### config.mk
export PLATFORM = sky130hd
export DESIGN_NAME = accept_encoding_token_check_flat
export DESIGN_NICKNAME = d
export VERILOG_FILES = /design/src/sv/aetc_pkg.sv /design/src/sv/aetc_if.sv /design/src/sv/aetc_step.sv /design/src/sv/accept_encoding_token_check.sv /design/src/flat_wrapper.sv
export SDC_FILE = /design/constraint.sdc
export NUM_CORES = 1
export LEC_CHECK = 0
export BUFFER_PORTS_ARGS = -buffer_cell sky130_fd_sc_hd__buf_2
export CELL_PAD_IN_SITES_DETAIL_PLACEMENT = 0
export CELL_PAD_IN_SITES_GLOBAL_PLACEMENT = 1
export CORE_MARGIN = 3
export CORE_UTILIZATION = 35
export DETAILED_ROUTE_END_ITERATION = 8
export PLACE_DENSITY = 0.69
export SETUP_SLACK_MARGIN = 0.4
export SYNTH_ARGS = -nofsm -noshare
export SYNTH_HDL_FRONTEND = slang
export SYNTH_HIERARCHICAL = 1
export SYNTH_SLANG_ARGS = --single-unit
### constraint.sdc
create_clock -name clk -period 3.3 [get_ports clk]
set_input_delay 0.66 -clock clk [delete_from_list [all_inputs] [get_ports clk]]
set_output_delay 0.66 -clock clk [all_outputs]
set_load 0.01 [all_outputs]
### src/sv/aetc_pkg.sv
// ----------------------------------------------------------------------------
// Accept-Encoding token check package
// Shared payload types, per-header state and the codes used by the byte
// parser of the zstd offer checker.
// ----------------------------------------------------------------------------
package aetc_pkg;

	typedef struct packed {
		logic [7:0] header_byte;
		logic       last_byte;
	} aetc_hdr_t;

	typedef struct packed {
		logic accepted;
		logic zero_q_rejected;
	} aetc_res_t;

	localparam logic [3:0] PH_SEARCH = 4'd0;
	localparam logic [3:0] PH_AFTER  = 4'd1;
	localparam logic [3:0] PH_SEMI   = 4'd2;
	localparam logic [3:0] PH_Q      = 4'd3;
	localparam logic [3:0] PH_EQ     = 4'd4;
	localparam logic [3:0] PH_ZERO   = 4'd5;
	localparam logic [3:0] PH_DOT    = 4'd6;
	localparam logic [3:0] PH_D1     = 4'd7;
	localparam logic [3:0] PH_D2     = 4'd8;
	localparam logic [3:0] PH_D3     = 4'd9;

	localparam logic [1:0] V_NONE   = 2'd0;
	localparam logic [1:0] V_ACCEPT = 2'd1;
	localparam logic [1:0] V_REFUSE = 2'd2;

	localparam logic [2:0] TOKEN_LEN = 3'd4;

	localparam logic [7:0] CH_SPACE = 8'h20;
	localparam logic [7:0] CH_COMMA = 8'h2C;
	localparam logic [7:0] CH_SEMI  = 8'h3B;
	localparam logic [7:0] CH_Q     = 8'h71;
	localparam logic [7:0] CH_EQ    = 8'h3D;
	localparam logic [7:0] CH_ZERO  = 8'h30;
	localparam logic [7:0] CH_NINE  = 8'h39;
	localparam logic [7:0] CH_DOT   = 8'h2E;
	localparam logic [7:0] CH_UP_A  = 8'h41;
	localparam logic [7:0] CH_UP_Z  = 8'h5A;
	localparam logic [7:0] CASE_OFS = 8'h20;

	typedef struct packed {
		logic [2:0] match_count;
		logic       prev_is_delimiter;
		logic [3:0] qvalue_phase;
		logic       verdict_done;
		logic [1:0] verdict_value;
	} aetc_state_t;

	localparam aetc_state_t STATE_RESET = '{
		match_count:       3'd0,
		prev_is_delimiter: 1'b1,
		qvalue_phase:      PH_SEARCH,
		verdict_done:      1'b0,
		verdict_value:     V_NONE
	};

	function automatic logic [7:0] token_letter(input logic [1:0] idx);
		logic [7:0] ch;
		case (idx)
			2'd0:    ch = 8'h7A;
			2'd1:    ch = 8'h73;
			2'd2:    ch = 8'h74;
			default: ch = 8'h64;
		endcase
		return ch;
	endfunction

endpackage

### src/sv/aetc_if.sv
// ----------------------------------------------------------------------------
// Accept-Encoding token check channels
// Valid/ready channels for header bytes and for verdicts.
// ----------------------------------------------------------------------------
interface aetc_hdr_if;
	import aetc_pkg::*;

	logic      valid;
	logic      ready;
	aetc_hdr_t data;

	modport source (output valid, output data, input ready);
	modport sink (input valid, input data, output ready);
endinterface

interface aetc_res_if;
	import aetc_pkg::*;

	logic      valid;
	logic      ready;
	aetc_res_t data;

	modport source (output valid, output data, input ready);
	modport sink (input valid, input data, output ready);
endinterface

### src/sv/aetc_step.sv
// ----------------------------------------------------------------------------
// Accept-Encoding token check byte step
// Next-state logic for one header byte: token search, weight parse and the
// header-end decision.
// ----------------------------------------------------------------------------
module aetc_step (
	input  aetc_pkg::aetc_state_t cur,
	input  aetc_pkg::aetc_hdr_t   item,
	output aetc_pkg::aetc_state_t nxt,
	output aetc_pkg::aetc_res_t   res
);
	import aetc_pkg::*;

	logic [7:0]  b;
	logic [7:0]  lower;
	logic        is_digit;
	aetc_state_t st;
	aetc_state_t fin;

	assign b        = item.header_byte;
	assign lower    = (b >= CH_UP_A && b <= CH_UP_Z) ? b + CASE_OFS : b;
	assign is_digit = (b >= CH_ZERO) && (b <= CH_NINE);

	always_comb begin
		st = cur;
		if (!cur.verdict_done) begin
			case (cur.qvalue_phase)
				PH_AFTER: begin
					if (b == CH_SPACE) begin
						st.qvalue_phase = PH_SEMI;
					end else if (b == CH_SEMI) begin
						st.qvalue_phase = PH_Q;
					end else if (b == CH_COMMA) begin
						st.verdict_done  = 1'b1;
						st.verdict_value = V_ACCEPT;
					end else begin
						st.qvalue_phase      = PH_SEARCH;
						st.match_count       = 3'd0;
						st.prev_is_delimiter = 1'b0;
					end
				end
				PH_SEMI, PH_Q, PH_EQ, PH_ZERO: begin
					if (b != CH_SPACE) begin
						if (cur.qvalue_phase == PH_SEMI && b == CH_SEMI) begin
							st.qvalue_phase = PH_Q;
						end else if (cur.qvalue_phase == PH_Q && b == CH_Q) begin
							st.qvalue_phase = PH_EQ;
						end else if (cur.qvalue_phase == PH_EQ && b == CH_EQ) begin
							st.qvalue_phase = PH_ZERO;
						end else if (cur.qvalue_phase == PH_ZERO && b == CH_ZERO) begin
							st.qvalue_phase = PH_DOT;
						end else begin
							st.verdict_done  = 1'b1;
							st.verdict_value = V_ACCEPT;
						end
					end
				end
				PH_DOT: begin
					if (b == CH_DOT) begin
						st.qvalue_phase = PH_D1;
					end else begin
						st.verdict_done  = 1'b1;
						st.verdict_value = V_REFUSE;
					end
				end
				PH_D1, PH_D2, PH_D3: begin
					if (!is_digit) begin
						st.verdict_done  = 1'b1;
						st.verdict_value = V_REFUSE;
					end else if (b != CH_ZERO) begin
						st.verdict_done  = 1'b1;
						st.verdict_value = V_ACCEPT;
					end else if (cur.qvalue_phase == PH_D3) begin
						st.verdict_done  = 1'b1;
						st.verdict_value = V_REFUSE;
					end else begin
						st.qvalue_phase = cur.qvalue_phase + 4'd1;
					end
				end
				default: begin
					st.qvalue_phase = PH_SEARCH;
					if (cur.match_count == 3'd0) begin
						if (cur.prev_is_delimiter && lower == token_letter(2'd0)) begin
							st.match_count = 3'd1;
						end
					end else if (cur.match_count < TOKEN_LEN &&
						lower == token_letter(cur.match_count[1:0])) begin
						if (cur.match_count + 3'd1 == TOKEN_LEN) begin
							st.match_count  = 3'd0;
							st.qvalue_phase = PH_AFTER;
						end else begin
							st.match_count = cur.match_count + 3'd1;
						end
					end else begin
						st.match_count = 3'd0;
					end
					st.prev_is_delimiter = (b == CH_COMMA) || (b == CH_SPACE);
				end
			endcase
		end

		// The end of the header acts as one more comma.
		fin = st;
		if (!fin.verdict_done) begin
			if (fin.qvalue_phase >= PH_AFTER && fin.qvalue_phase <= PH_ZERO) begin
				fin.verdict_done  = 1'b1;
				fin.verdict_value = V_ACCEPT;
			end else if (fin.qvalue_phase >= PH_DOT && fin.qvalue_phase <= PH_D3) begin
				fin.verdict_done  = 1'b1;
				fin.verdict_value = V_REFUSE;
			end
		end
		res.accepted        = fin.verdict_done && (fin.verdict_value == V_ACCEPT);
		res.zero_q_rejected = fin.verdict_done && (fin.verdict_value == V_REFUSE);
	end

	always_comb begin
		nxt = item.last_byte ? STATE_RESET : st;
	end

endmodule

### src/sv/accept_encoding_token_check.sv
// ----------------------------------------------------------------------------
// Accept-Encoding token check
// Checks whether an Accept-Encoding header value offers zstd with a nonzero
// or absent weight.
// ----------------------------------------------------------------------------
// The hdr channel carries one byte of the header value per transaction, with
// last_byte set on the final byte. Exactly one transaction leaves on the res
// channel for each header, after its final byte: accepted is set when the
// first delimited zstd token carries a nonzero or absent q value, and
// zero_q_rejected when that token carries a zero q value. Both are clear when
// no delimited token was found.
// A byte enters an input register and is then folded into the per-header
// state, where the verdict of a final byte is registered too; the verdict
// register then offers it on the res channel. One byte is taken every cycle
// while hdr.ready is high. While the receiver stalls with a verdict pending,
// the block keeps taking bytes until a second final byte reaches the input
// register, and then holds hdr.ready low. Reset clears both registers and
// returns the parser to the start of a header; each final byte does the same
// for the next header.
// ----------------------------------------------------------------------------
module accept_encoding_token_check (
	input  logic              clk,
	input  logic              arst_n,
	aetc_hdr_if.sink          hdr,
	aetc_res_if.source        res
);
	import aetc_pkg::*;

	logic        valid_s1;
	aetc_hdr_t   item_s1;
	aetc_state_t state_q;
	aetc_state_t state_nxt;
	aetc_res_t   res_nxt;
	logic        res_valid_q;
	aetc_res_t   res_q;
	logic        res_free;
	logic        advance_s1;

	aetc_step u_step (
		.cur  (state_q),
		.item (item_s1),
		.nxt  (state_nxt),
		.res  (res_nxt)
	);

	assign res_free   = !res_valid_q || res.ready;
	assign advance_s1 = valid_s1 && (!item_s1.last_byte || res_free);
	assign hdr.ready  = !valid_s1 || advance_s1;

	always_ff @(posedge clk or negedge arst_n) begin
		if (!arst_n) begin
			valid_s1 <= 1'b0;
		end else if (hdr.ready) begin
			valid_s1 <= hdr.valid;
		end
	end

	always_ff @(posedge clk) begin
		if (hdr.ready && hdr.valid) begin
			item_s1 <= hdr.data;
		end
	end

	always_ff @(posedge clk or negedge arst_n) begin
		if (!arst_n) begin
			state_q <= STATE_RESET;
		end else if (advance_s1) begin
			state_q <= state_nxt;
		end
	end

	always_ff @(posedge clk or negedge arst_n) begin
		if (!arst_n) begin
			res_valid_q <= 1'b0;
		end else if (res_free) begin
			res_valid_q <= advance_s1 && item_s1.last_byte;
		end
	end

	always_ff @(posedge clk) begin
		if (res_free && advance_s1 && item_s1.last_byte) begin
			res_q <= res_nxt;
		end
	end

	assign res.valid = res_valid_q;
	assign res.data  = res_q;

endmodule

### src/flat_wrapper.sv
// flat-port wrapper written by rule: the top's interface ports become plain ports
module accept_encoding_token_check_flat import aetc_pkg::*;
  (clk, arst_n, hdr_valid, hdr_data, hdr_ready, res_valid, res_data, res_ready);
  aetc_hdr_if hdr_i ();
  aetc_res_if res_i ();
  input  logic clk;
  input  logic arst_n;
  input wire logic [$bits(hdr_i.valid)-1:0] hdr_valid;
  input wire logic [$bits(hdr_i.data)-1:0] hdr_data;
  output wire logic [$bits(hdr_i.ready)-1:0] hdr_ready;
  output wire logic [$bits(res_i.valid)-1:0] res_valid;
  output wire logic [$bits(res_i.data)-1:0] res_data;
  input wire logic [$bits(res_i.ready)-1:0] res_ready;
  assign hdr_i.valid = hdr_valid;
  assign hdr_i.data = hdr_data;
  assign hdr_ready = hdr_i.ready;
  assign res_valid = res_i.valid;
  assign res_data = res_i.data;
  assign res_i.ready = res_ready;
  accept_encoding_token_check u_core (.clk(clk), .arst_n(arst_n), .hdr(hdr_i), .res(res_i));
endmodule
---- Yosys cells after proc, flatten, opt, wreduce, memory -nomap -nowiden ----
Cells that the tools add are included.
word-level totals
  output and inout port bits .............. 4
  input port bits ......................... 13
  word-level logic and storage cells ...... 131
  bits in registers ....................... 24
cells by class
  eq/ne operators ......................... 31
  multiplexer cells ....................... 45
  add/subtract/negate cells ............... 3
  magnitude comparators ................... 9
  reduce and logical (&&, ||, !) cells .... 32
operators by type and width
  cell                                                                                  number
  3-bit two-way mux                                                                     18
  8-bit by 6-bit equality test with 1-bit output (second input constant)                6
  4-bit two-way mux                                                                     12
  8-bit two-way mux                                                                     5
  11-bit two-way mux                                                                    2
  1-bit logical AND                                                                     17
  4-bit by 3-bit equality test with 1-bit output (second input constant)                4
  8-bit by 7-bit equality test with 1-bit output (second input constant)                2
  8-bit by 6-bit inequality test with 1-bit output (second input constant)              2
  4-bit case mux with 4 select lines                                                    1
  5-bit case mux with 3 select lines                                                    1
  3-bit case mux with 4 select lines                                                    1
  3-bit by 2-bit inequality test with 1-bit output (second input constant)              3
  9-bit OR reduction                                                                    1
  8-bit by 6-bit adder with 8-bit output (second input constant)                        1
  4-bit by 2-bit equality test with 1-bit output (second input constant)                2
  4-bit equality test (second input constant)                                           2
  8-bit equality test                                                                   1
  8-bit by 6-bit greater-or-equal comparator with 1-bit output (second input constant)  1
  8-bit by 7-bit greater-or-equal comparator with 1-bit output (second input constant)  1
  8-bit by 6-bit less-or-equal comparator with 1-bit output (second input constant)     1
  8-bit by 7-bit less-or-equal comparator with 1-bit output (second input constant)     1
  4-bit case mux with 2 select lines                                                    1
  8-bit OR reduction                                                                    1
  23 further kinds                                                                      33

---- Logic depth before layout (Yosys ltp) ----
Gate-level depths: netlist (run 1).
  depth in word-level cells ............... 18
  depth in mapped cells ................... 12
  gate-level depth less buffers ........... 11

---- By module ----
The synthesis (run 1) kept the hierarchy.
by module, submodules not included
  module                       cells each  area an instance (um2)  seq. area each (um2)  instances
  aetc_step                    199         1306.3                  0.0                   1
  accept_encoding_token_check  83          1086.0                  656.9                 1

---- Worst setup path after synthesis (run 1) ----
Ideal clock, no wire load.
  path kind ............................... flip-flop to flip-flop
  start ................................... register u_core/item_s1[4] in the netlist's numbering
  end ..................................... register u_core.res_q, in the netlist u_core/res.data[1] (data pin)
  path slack .............................. 0.588 ns
  path buffers ............................ 1
  cell stages (with the launch flop) ...... 9
  arrival ................................. 2.543 ns
  setup time .............................. 0.170 ns
  period minus slack after synthesis ...... 2.712 ns
  data required time ...................... 3.130 ns
  path through ............................ edfxtp_1 or4_4 buf_6 or3_4 mux2_4 a31oi_4 a31oi_1 or3b_1 o32ai_2
RTL lines
  element                   RTL line                           text
  start: declaration        accept_encoding_token_check.sv:30  aetc_hdr_t item_s1;
  start signal: assignment  accept_encoding_token_check.sv:60  item_s1 <= hdr.data;
  end signal: assignment    accept_encoding_token_check.sv:82  res_q <= res_nxt;
  end: declaration          accept_encoding_token_check.sv:35  aetc_res_t res_q;

==> results.md, run 1 <==
- Outcome: finished, final reports clean
- CTS tree: yes
- Die width: 88.7 um
- CP endpoint kind: register
- Minimum clock period: 2.82 ns
- Measured slew at the worst slew-check pin: 0.774 ns
- Max Cap Viol: 0
- Syn Inst Count: 282
- Share of cells above drive strength 1: 17.4%
- Crit share post-route: 85.4%
- Final ANT Viol Nets: 0
- Area leader, netlist: edfxtp_1
- CP Max Fanout: 9
- Delay-heaviest family, CP: simple AND/OR/NAND/NOR gates
- Routability cong.: 0.878
- DR pass1 iterations: 4
- Psw: 0.000210 W
- Leak: 0.992 nW
- Drt initial violations: 211
- Post-DP HPWL: 4590 um
- Reg power frac: 50.3%
- CP Data Arrival Time: 2.93 ns
- CTS sink count: 24
- Syn Nets: 307
- Main synth FF type: dfrtp_1
- Tightest Hold Check Type: in -> async
- Worst Skew: 0.00693 ns
- Area Growth Syn to Fin: 7.95%
- Starting density of the core: 36.8%
- Die Area: 7860 um^2
- Max Root-Sink Buffers: 2
- Vias in the first global route: 2081
- H-tree Lvls: 1
- CP Cell Sequence: or4_4 > or3_4 > mux2_4 > a31oi_4 > a31oi_1 > or3b_1 > o32ai_2
- Synth async-reset ratio: 54.2%
- Critical setup path kind: reg -> reg
- Gr usage total: 16.7%
- Total number of yosys warnings: 6
- Setup_tns: 0 ns
- Final slew viol count: 0
- Placeable Area: 6490 um^2
- Top cell type's share of synthesized area: 13.8%
- Sequential area share after synthesis: 27.5%
- Max incr delay on CP: 0.64 ns
- Max transition margin: 48.4%
- Final Cell Area: 2580 um^2
- Peak supply drop: 166 uV
- IO Pins: 17
- Drt wl/cell: 17.3 um
- Number of buffer and inverter stages on the critical path: 0
- Post-synth EDFFs: 11
- Startpoint Class: register
- Fill cells: 651
- Sw frac: 28.4%
- Cell row count: 29
- Remaining Overflow, GRT: 0
- Antenna Diode Count: 0
- Final WL: 6320 um
- Share of power burned in the clock network: 31.5%
- P_int: 0.000530 W
- Setup Viol. Count Final: 0
- Placed Area: 2500 um^2
- Required time worst endpoint: 3.41 ns
- Synth Register Bits: 24
- Final nets: 314
- First-pass GRT wire length: 10400 um
- RSZ-0062 raised after global routing: false
- Vias per cell: 5.98
- Cts bufs inserted: 3
- Synth unique cells: 62
- Die H: 88.7 um
- # port buffers: 16
- Clk root buf: clkbuf_8
- Largest net degree at the start of global routing: 26
- Initial antenna violation count: 0
- Clock Latency Late Sink: 0.27 ns
- Reg clk slew, reported paths: 0.09 ns
- CTS Hold Buffers Added: 0
- Maximum clock frequency: 355 MHz
- Netlist Area Pre-Place: 2390 um^2
- Seq. cell area: 659 um^2
- Pwr dens: 287 nW/um^2
- DRC viols: 0
- Max stage delay cell, worst path: or4_4
- Syn_area_per_cell: 8.48 um^2
- Vias: 2183
- Hold Fails Final Rpt: 0
- Area of the multi-input gates: 1610 um^2
- Combinational group share of total power: 18.2%
- Synth area leaders: edfxtp_1, dfrtp_1, ha_1
## state kept, by name (all words and copies together), names as in the netlist
signal / count
u_core/res.valid: 1
u_core/res.data: 2
u_core/item_s1: 9
u_core/valid_s1: 1
u_core/state_q: 11
## layer usage
| layer | routed length, um | part of all wire (%) | GRT usage [%] |
|---|---|---|---|
| met5 | 0 | 0 | 0 |
| met4 | 127 | 2.0 | 5.63 |
| met3 | 271 | 4.3 | 2.23 |
| met2 | 2970 | 47 | 26.3 |
| met1 | 2960 | 47 | 23.5 |
## kinds of logic after synthesis
kind of cell,synth area share (%)
mux,1.05
fa+ha+maj,6.28
buf+inv,5.81
compound gates,23.0
simple gates,34.9
flops,27.5
xor+xnor,1.46
## synthesized netlist by cell type (2+ instances only)
cell,number
o21ai_0,14
edfxtp_1,11
nor4_1,2
nor3b_1,3
o211ai_1,3
xnor2_1,3
a211oi_1,3
and3b_1,4
or3_4,2
o31ai_1,2
nand4b_1,11
nand2_1,25
nand3_1,7
nor2b_1,4
o211ai_2,10
o221ai_1,2
dfrtp_1,12
nor2_1,28
a31oi_1,3
and3_1,3
nor3_1,6
a22oi_1,2
o21a_1,4
clkbuf_1,9
ha_1,12
a21oi_1,10
buf_2,6
nor4bb_1,3
inv_1,11
o2111ai_1,2
buf_6,3
and2_1,2
nand4_1,9
o21bai_1,2
a2bb2oi_1,2
nand3b_1,4
nor4b_1,2
nand2b_1,17
## per-stage QoR
| step | util, % | hold slack (ns) | total power [W] | setup slack (ns) | instances |
|---|---|---|---|---|---|
| after floorplan | - | 0.364 | 0.000475 | 0.588 | 282 |
| after global placement | 38.5 | 0.529 | 0.000510 | 0.519 | 361 |
| after detailed placement | 38.5 | 0.539 | 0.000513 | 0.488 | 361 |
| after CTS | 39.5 | 0.272 | 0.000747 | 0.476 | 365 |
| after global routing | 39.8 | 0.268 | 0.000787 | 0.405 | 365 |
| final | 39.8 | 0.263 | 0.000740 | 0.481 | 365 |
## cell usage in the layout, fill, tap and decap left out, types with 3 or more instances in the layout
| master | count |
|---|---|
| xnor2_1 | 3 |
| and3b_1 | 4 |
| ha_1 | 11 |
| nor2_1 | 28 |
| o211ai_2 | 10 |
| o21ai_0 | 14 |
| nand2_1 | 25 |
| nand3b_1 | 4 |
| nor2b_1 | 4 |
| nor3_1 | 6 |
| a31oi_1 | 3 |
| nand3_1 | 7 |
| clkbuf_8 | 3 |
| dfrtp_1 | 10 |
| buf_2 | 16 |
| nand4_1 | 9 |
| nand4b_1 | 11 |
| o211ai_1 | 3 |
| a211oi_1 | 3 |
| inv_1 | 11 |
| buf_4 | 4 |
| and3_1 | 3 |
| a21oi_1 | 10 |
| edfxtp_1 | 11 |
| o21a_1 | 4 |
| nand2b_1 | 17 |
| nor3b_1 | 3 |
## final timing paths
kind	startpoint	end	slack, ns	depth (start not counted)
min in group clk	u_core/state_q[7]$_DFFE_PN1N_	u_core/state_q[7]$_DFFE_PN1N_	0.54	2
setup / recovery	u_core/item_s1[4]$_DFFE_PP_	u_core/res.data[1]$_DFFE_PP_	0.48	7
max in group asynchronous	arst_n	u_core/state_q[7]$_DFFE_PN1N_	2.75	1
hold / removal	arst_n	u_core/state_q[0]$_DFFE_PN0N_	0.26	1
setup reg to reg	u_core/item_s1[4]$_DFFE_PP_	u_core/res.data[1]$_DFFE_PP_	0.48	7
hold reg to reg	u_core/state_q[7]$_DFFE_PN1N_	u_core/state_q[7]$_DFFE_PN1N_	0.54	2
## power by group through the flow
stage,sequential [W],combinational (W),clock (W)
after floorplan,0.000356,0.000119,0
after global placement,0.000378,0.000132,0
after detailed placement,0.000379,0.000134,0
after CTS,0.000372,0.000135,0.000240
after global routing,0.000378,0.000154,0.000255
final,0.000372,0.000135,0.000233
## repair_timing
item	CTS	global route
buffers inserted	0	0
setup endpoints to repair	0	9
resized for setup	0	5
## cell type report
type | count | share of cell area (%)
clock buffers | 4 | 2.57
repair buffers | 20 | 4.26
inverters | 11 | 1.60
flip-flops and latches | 24 | 25.5
multi-input cells | 229 | 62.3
well taps | 77 | 3.73
Power figures use the tool's default switching activity.
==> run 2: changes to the inputs <==
Settings changed: PLACE_DENSITY 0.69 to 0.72.
Clock period 3.3 ns to 2.5 ns, I/O delays scaled along.
==> results.md, run 2 (synthesized netlist as in run 1, its figures left out) <==
- Commonest non-fill, non-tap cell in the layout: buf_4 (was nor2_1)
- Hold Fails Final Rpt: 0 (unchanged)
- Die H: 88.7 um (unchanged)
- CTS tree: yes (unchanged)
- Minimum clock period: 2.55 ns (was 2.82 ns)
- Max reg flops: 11 (unchanged)
- Final WL: 6710 um (was 6320 um)
- Outcome: complete, but fails checks (was finished, final reports clean)
- Vias: 2322 (was 2183)
- Gr usage total: 18.1% (was 16.7%)
- Maximum clock frequency: 392 MHz (was 355 MHz)
- Required time worst endpoint: 2.61 ns (was 3.41 ns)
- Post-DP HPWL: 4970 um (was 4590 um)
- IO Pins: 17 (unchanged)
- Drt initial violations: 129 (was 211)
- DRC viols: 0 (unchanged)
- Tot Pwr: 0.00103 W (was 0.000740 W)
- Peak supply drop: 226 uV (was 166 uV)
- Tightest Hold Check Type: in -> async (unchanged)
- Seq. cell area: 661 um^2 (was 659 um^2)
- Vias in the first global route: 2333 (was 2081)
- Reg clk slew, reported paths: 0.09 ns (about the same)
- Final ANT Viol Nets: 0 (unchanged)
- RSZ-0062 raised after global routing: true (was false)
- Cell row count: 29 (unchanged)
- Area Growth Syn to Fin: 30.3% (was 7.95%)
- Starting density of the core: 36.8% (unchanged)
- Share of cells above drive strength 1: 37.5% (was 17.4%)
- Startpoint Class: register (unchanged)
- Hold slack: 0.0947 ns (was 0.263 ns)
- Routability cong.: 0.931 (was 0.878)
- DR pass1 iterations: 4 (unchanged)
- Largest register by flop count: u_core/state_q (unchanged)
- Slack of the critical path: -0.0498 ns (was 0.481 ns)
- Critical setup path kind: reg -> reg (unchanged)
- Antenna Diode Count: 0 (unchanged)
- Final nets: 351 (was 314)
- Leak: 1.21 nW (was 0.992 nW)
- Vias per cell: 5.78 (was 5.98)
- Remaining Overflow, GRT: 0 (unchanged)
- Area of the multi-input gates: 1840 um^2 (was 1610 um^2)
- Max Cap Viol: 0 (unchanged)
- First-pass GRT wire length: 11300 um (was 10400 um)
- Setup_tns: -0.0498 ns (was 0 ns)
- Drt wl/cell: 16.7 um (was 17.3 um)
- CP endpoint kind: register (unchanged)
- Setup Viol. Count Final: 1 (was 0)
- Clk root buf: clkbuf_8 (unchanged)
- Placeable Area: 6490 um^2 (unchanged)
- Pwr dens: 330 nW/um^2 (was 287 nW/um^2)
- Max Root-Sink Buffers: 2 (unchanged)
- CP Data Arrival Time: 2.66 ns (was 2.93 ns)
- Initial antenna violation count: 0 (unchanged)
- Die Area: 7860 um^2 (unchanged)
- Die width: 88.7 um (unchanged)
- Largest net degree at the start of global routing: 17 (was 26)
- Measured slew at the worst slew-check pin: 0.477 ns (was 0.774 ns)
- Fill cells: 623 (was 651)
- Max transition margin: 68.2% (was 48.4%)
- CTS sink count: 24 (unchanged)
- Crit share post-route: 102% (was 85.4%)
- Final slew viol count: 0 (unchanged)
- Worst Skew: 0.00841 ns (was 0.00693 ns)
- CP Max Fanout: 4 (was 9)
- # port buffers: 16 (unchanged)
- Failing checks: setup timing
- Commonest non-fill, non-tap cells in the layout: buf_4, nand2_1, nor2_1, nand2b_1, buf_2 (was nor2_1, nand2_1, nand2b_1, buf_2, o21ai_0)
- H-tree Lvls: 1 (unchanged)
- Clock Latency Late Sink: 0.27 ns (about the same)
- Cts bufs inserted: 3 (unchanged)
## run 2: area by class of cell
class / instances / share of cell area (%)
Sequential cell: 24 / 21.2
Tap cell: 77 / 3.09
Clock buffer: 4 / 2.13
Timing Repair Buffer: 57 / 13.0
Inverter: 11 / 1.41
Multi-Input combinational cell: 229 / 59.1
## run 2: report_power, final
| part | total, W | internal, W | switching, W |
|---|---|---|---|
| clock | 0.000309 | 0.000174 | 0.000135 |
| combinational | 0.000242 | 0.000120 | 0.000122 |
| sequential | 0.000479 | 0.000440 | 0.0000394 |
## run 2: path summary, 6_finish.rpt
path | from | end | slack, ns | cells after the start
max | u_core/item_s1[1]$_DFFE_PP_ | u_core/res.data[1]$_DFFE_PP_ | -0.05 | 7
min | arst_n | u_core/state_q[1]$_DFFE_PN0N_ | 0.09 | 1
max reg2reg | u_core/item_s1[1]$_DFFE_PP_ | u_core/res.data[1]$_DFFE_PP_ | -0.05 | 7
min reg2reg | u_core/state_q[7]$_DFFE_PN1N_ | u_core/state_q[7]$_DFFE_PN1N_ | 0.54 | 2
max in group asynchronous | arst_n | u_core/state_q[7]$_DFFE_PN1N_ | 2.12 | 1
min in group clk | hdr_data[0] | u_core/item_s1[0]$_DFFE_PP_ | 0.39 | 1
## run 2: critical path, stage by stage, from the launching register on
cell,delay [ns]
edfxtp_1,0.39
or4_4,0.59
or3_4,0.37
mux2_4,0.32
a31oi_4,0.17
a31oi_1,0.08
or3b_1,0.38
o32ai_2,0.10
## run 2: metrics by stage
stage | setup WS, ns | util (%) | area, um^2 | std cells
after floorplan | -0.151 | - | 2410 | 282
after detailed placement | -0.0709 | 42.4 | 2760 | 393
after global routing | -0.163 | 48.0 | 3120 | 402
after CTS | -0.0371 | 46.8 | 3040 | 401
final | -0.0498 | 48.0 | 3120 | 402
after global placement | -0.0147 | 42.4 | 2760 | 393
## run 2: metal layers
layer / GRT usage [%] / vias up / share of wire, %
li1: - / 1138 / -
met1: 24.8 / 1134 / 46
met2: 30.3 / 44 / 49
met3: 1.40 / 6 / 3.5
met4: 5.63 / 0 / 1.2
met5: 0 / - / 0
## run 2: repair_timing
action                                  in CTS  in global routing
buffers inserted                             4                  1
endpoints found under the setup margin      13                 13
pin swaps                                   17                 12
hold buffers                                 0                  0
resized for setup                           40                 17
==> run 3: changes to the inputs <==
--- a/config.mk
+++ b/config.mk
@@ -6,5 +6,4 @@
 export NUM_CORES = 1
 export LEC_CHECK = 0
-export BUFFER_PORTS_ARGS = -buffer_cell sky130_fd_sc_hd__buf_2
 export CELL_PAD_IN_SITES_DETAIL_PLACEMENT = 0
 export CELL_PAD_IN_SITES_GLOBAL_PLACEMENT = 1
@@ -12,5 +11,6 @@
 export CORE_UTILIZATION = 35
 export DETAILED_ROUTE_END_ITERATION = 8
-export PLACE_DENSITY = 0.72
+export DONT_BUFFER_PORTS = 1
+export PLACE_DENSITY = 0.69
 export SETUP_SLACK_MARGIN = 0.4
 export SYNTH_ARGS = -nofsm -noshare
==> constraint.sdc (replaced) <==
create_clock -name clk -period 2.5 [get_ports clk]
set_input_delay 0.5 -clock clk [delete_from_list [all_inputs] [get_ports clk]]
set_output_delay 0.5 -clock clk [all_outputs]
set_load 0.1 [all_outputs]
==> results.md, run 3 (synthesized netlist as in run 1, its figures left out) <==
- First-pass GRT wire length: 11000 um (was 11300 um)
- DR pass1 iterations: 4 (unchanged)
- CP endpoint kind: register (unchanged)
- Max transition margin: 55.6% (was 68.2%)
- Vias in the first global route: 2188 (was 2333)
- Die Area: 7860 um^2 (unchanged)
- Maximum clock frequency: 394 MHz (was 392 MHz)
- Antenna Diode Count: 0 (unchanged)
- Pwr dens: 327 nW/um^2 (was 330 nW/um^2)
- Leak: 1.23 nW (was 1.21 nW)
- Combinational group share of total power: 24.3% (was 23.5%)
- Max reg flops: 11 (unchanged)
- Met3 WL post-DR: 235 um (was 233 um)
- Met2 wire len: 3440 um (was 3310 um)
- Die width: 88.7 um (unchanged)
- Finished Layout Cells: 397 (was 402)
- Minimum clock period: 2.54 ns (was 2.55 ns)
- Area of the multi-input gates: 1910 um^2 (was 1840 um^2)
- FF-to-FF End: u_core/res.data[1]$_DFFE_PP_ (unchanged)
- Starting density of the core: 36.8% (unchanged)
- Hold Fails Final Rpt: 0 (unchanged)
- RSZ-0062 raised after global routing: true (unchanged)
- Startpoint Class: register (unchanged)
- Reg clk slew, reported paths: 0.09 ns (about the same)
- Clk root buf: clkbuf_8 (unchanged)
- IO Pins: 17 (unchanged)
- Placed Area: 2730 um^2 (was 2760 um^2)
- Clock Latency Late Sink: 0.27 ns (about the same)
- H-tree Lvls: 1 (unchanged)
- CTS tree: yes (unchanged)
- M1 WL: 3290 um (was 3090 um)
- CP Max Fanout: 3 (was 4)
- Measured slew at the worst slew-check pin: 0.666 ns (was 0.477 ns)
- Reg-to-reg startpoint: u_core/item_s1[3]$_DFFE_PP_ (was u_core/item_s1[1]$_DFFE_PP_)
- CP Data Arrival Time: 2.64 ns (was 2.66 ns)
- Gr usage total: 18.0% (was 18.1%)
- Final slew viol count: 0 (unchanged)
- Initial antenna violation count: 0 (unchanged)
- Final Cell Area: 3210 um^2 (was 3120 um^2)
- Worst Skew: 0.00329 ns (was 0.00841 ns)
- Drt initial violations: 126 (was 129)
- Routability cong.: 0.928 (was 0.931)
- Required time worst endpoint: 2.61 ns (about the same)
- Final WL: 7060 um (was 6710 um)
- Placeable Area: 6490 um^2 (unchanged)
- Commonest non-fill, non-tap cell in the layout: buf_4 (unchanged)
- Vias per cell: 5.83 (was 5.78)
- Reg power frac: 46.1% (was 46.5%)
- Max Cap Viol: 0 (unchanged)
- Placed cell count: 382 (was 393)
- Fill cells: 615 (was 623)
- Slack of the critical path: -0.0351 ns (was -0.0498 ns)
- Vias: 2313 (was 2322)
- Crit share post-route: 101% (was 102%)
- CTS sink count: 24 (unchanged)
- Tightest Hold Check Type: in -> async (unchanged)
- Largest register by flop count: u_core/state_q (unchanged)
- Top Metal Used: met4 (unchanged)
- Drt wl/cell: 17.8 um (was 16.7 um)
- Share of cells above drive strength 1: 39.7% (was 37.5%)
- Psw: 0.000323 W (was 0.000296 W)
- R2R setup slack: -0.04 ns (was -0.05 ns)
- Outcome: complete, but fails checks (unchanged)
- Share of power burned in the clock network: 29.6% (was 30.0%)
- Peak supply drop: 208 uV (was 226 uV)
- Failing checks: setup timing (unchanged)
- Cts bufs inserted: 3 (unchanged)
- Final nets: 346 (was 351)
- Cell row count: 29 (unchanged)
- Final ANT Viol Nets: 0 (unchanged)
- Area Growth Syn to Fin: 34.3% (was 30.3%)
- Remaining Overflow, GRT: 0 (unchanged)
- Die H: 88.7 um (unchanged)
- Setup Viol. Count Final: 2 (was 1)
- Commonest non-fill, non-tap cells in the layout: buf_4, nand2_1, nor2_1, nand2b_1 (was buf_4, nand2_1, nor2_1, nand2b_1, buf_2)
- Critical setup path kind: reg -> reg (unchanged)
- Largest net degree at the start of global routing: 25 (was 17)
- Max Root-Sink Buffers: 2 (unchanged)
- Post-DP HPWL: 5060 um (was 4970 um)
- Sw frac: 30.7% (was 28.8%)
- # port buffers: 0 (was 16)
- DRC viols: 0 (unchanged)
- P_int: 0.000728 W (was 0.000734 W)
- FF-to-FF path depth: 7 (unchanged)
- Seq. cell area: 662 um^2 (was 661 um^2)
run 3: cell types whose count changed in the layout (fill, tap and decap cells not counted), moves of 3 or more:
cell | previous run | this run
buf_2 | 16 | 0
buf_4 | 36 | 42
buf_6 | 5 | 8
nor2_4 | 1 | 4
run 3: worst max-delay path: stages, from the launching register on:
cell,delay [ns]
edfxtp_1,0.39
or4_4,0.58
or3_4,0.36
mux2_4,0.32
a31oi_4,0.17
a31oi_1,0.08
or3b_1,0.38
o32ai_2,0.10
run 3: power groups by stage:
stage	clock network [W]	registers, W	logic, W
after global routing	0.000331	0.000490	0.000282
final	0.000311	0.000484	0.000255
after detailed placement	0	0.000488	0.000214
after CTS	0.000322	0.000480	0.000226
after floorplan	0	0.000491	0.000163
after global placement	0	0.000487	0.000212
run 3: repair_timing:
item                       in CTS  in global routing
hold buffers                    1                  0
gates resized for setup        28                 46
setup buffers                   5                  5
setup endpoints to repair      13                 13
hold endpoints to repair       12                  0
pin swaps                      12                 23
run 3: worst max path at each step:
stage	from	to	slack (ns)	depth (start not counted)
2_1_floorplan	u_core/item_s1[3]$_DFFE_PP_	u_core/res.data[1]$_DFFE_PP_	-0.15	9
3_3_place_gp	u_core/item_s1[3]$_DFFE_PP_	u_core/res.data[1]$_DFFE_PP_	-0.02	7
3_5_place_dp	u_core/item_s1[3]$_DFFE_PP_	u_core/res.data[1]$_DFFE_PP_	-0.05	7
4_1_cts	u_core/item_s1[1]$_DFFE_PP_	u_core/res.data[1]$_DFFE_PP_	-0.03	7
5_1_grt	u_core/item_s1[4]$_DFFE_PP_	u_core/res.data[1]$_DFFE_PP_	-0.11	8
6_report	u_core/item_s1[3]$_DFFE_PP_	u_core/res.data[1]$_DFFE_PP_	-0.04	7
run 3: area by class of cell:
type	count	area share [%]
clock buffer	4	2.06
inverter	11	1.44
multi-input combinational	229	59.3
sequential	24	20.6
tap	77	3.00
timing repair buffer	52	13.6
run 3: layer usage:
layer | global-route usage (%) | up-vias
met1 | 25.0 | 1126
met4 | 4.67 | 0
met5 | 0 | -
met2 | 29.6 | 37
met3 | 2.23 | 10
li1 | - | 1140
run 3: metrics by stage:
stage / TNS (ns) / hold WS [ns] / util [%] / total power [W] / worst slack (ns)
detailed placement: -0.0538 / 0.205 / 42.1 / 0.000702 / -0.0538
global placement: -0.0177 / 0.205 / 42.1 / 0.000699 / -0.0177
finish: -0.0657 / 0.0566 / 49.5 / 0.00105 / -0.0351
floorplan: -0.183 / 0.204 / - / 0.000654 / -0.151
global route: -0.446 / 0.0364 / 49.5 / 0.00110 / -0.107
CTS: -0.0322 / 0.0444 / 45.8 / 0.00103 / -0.0322
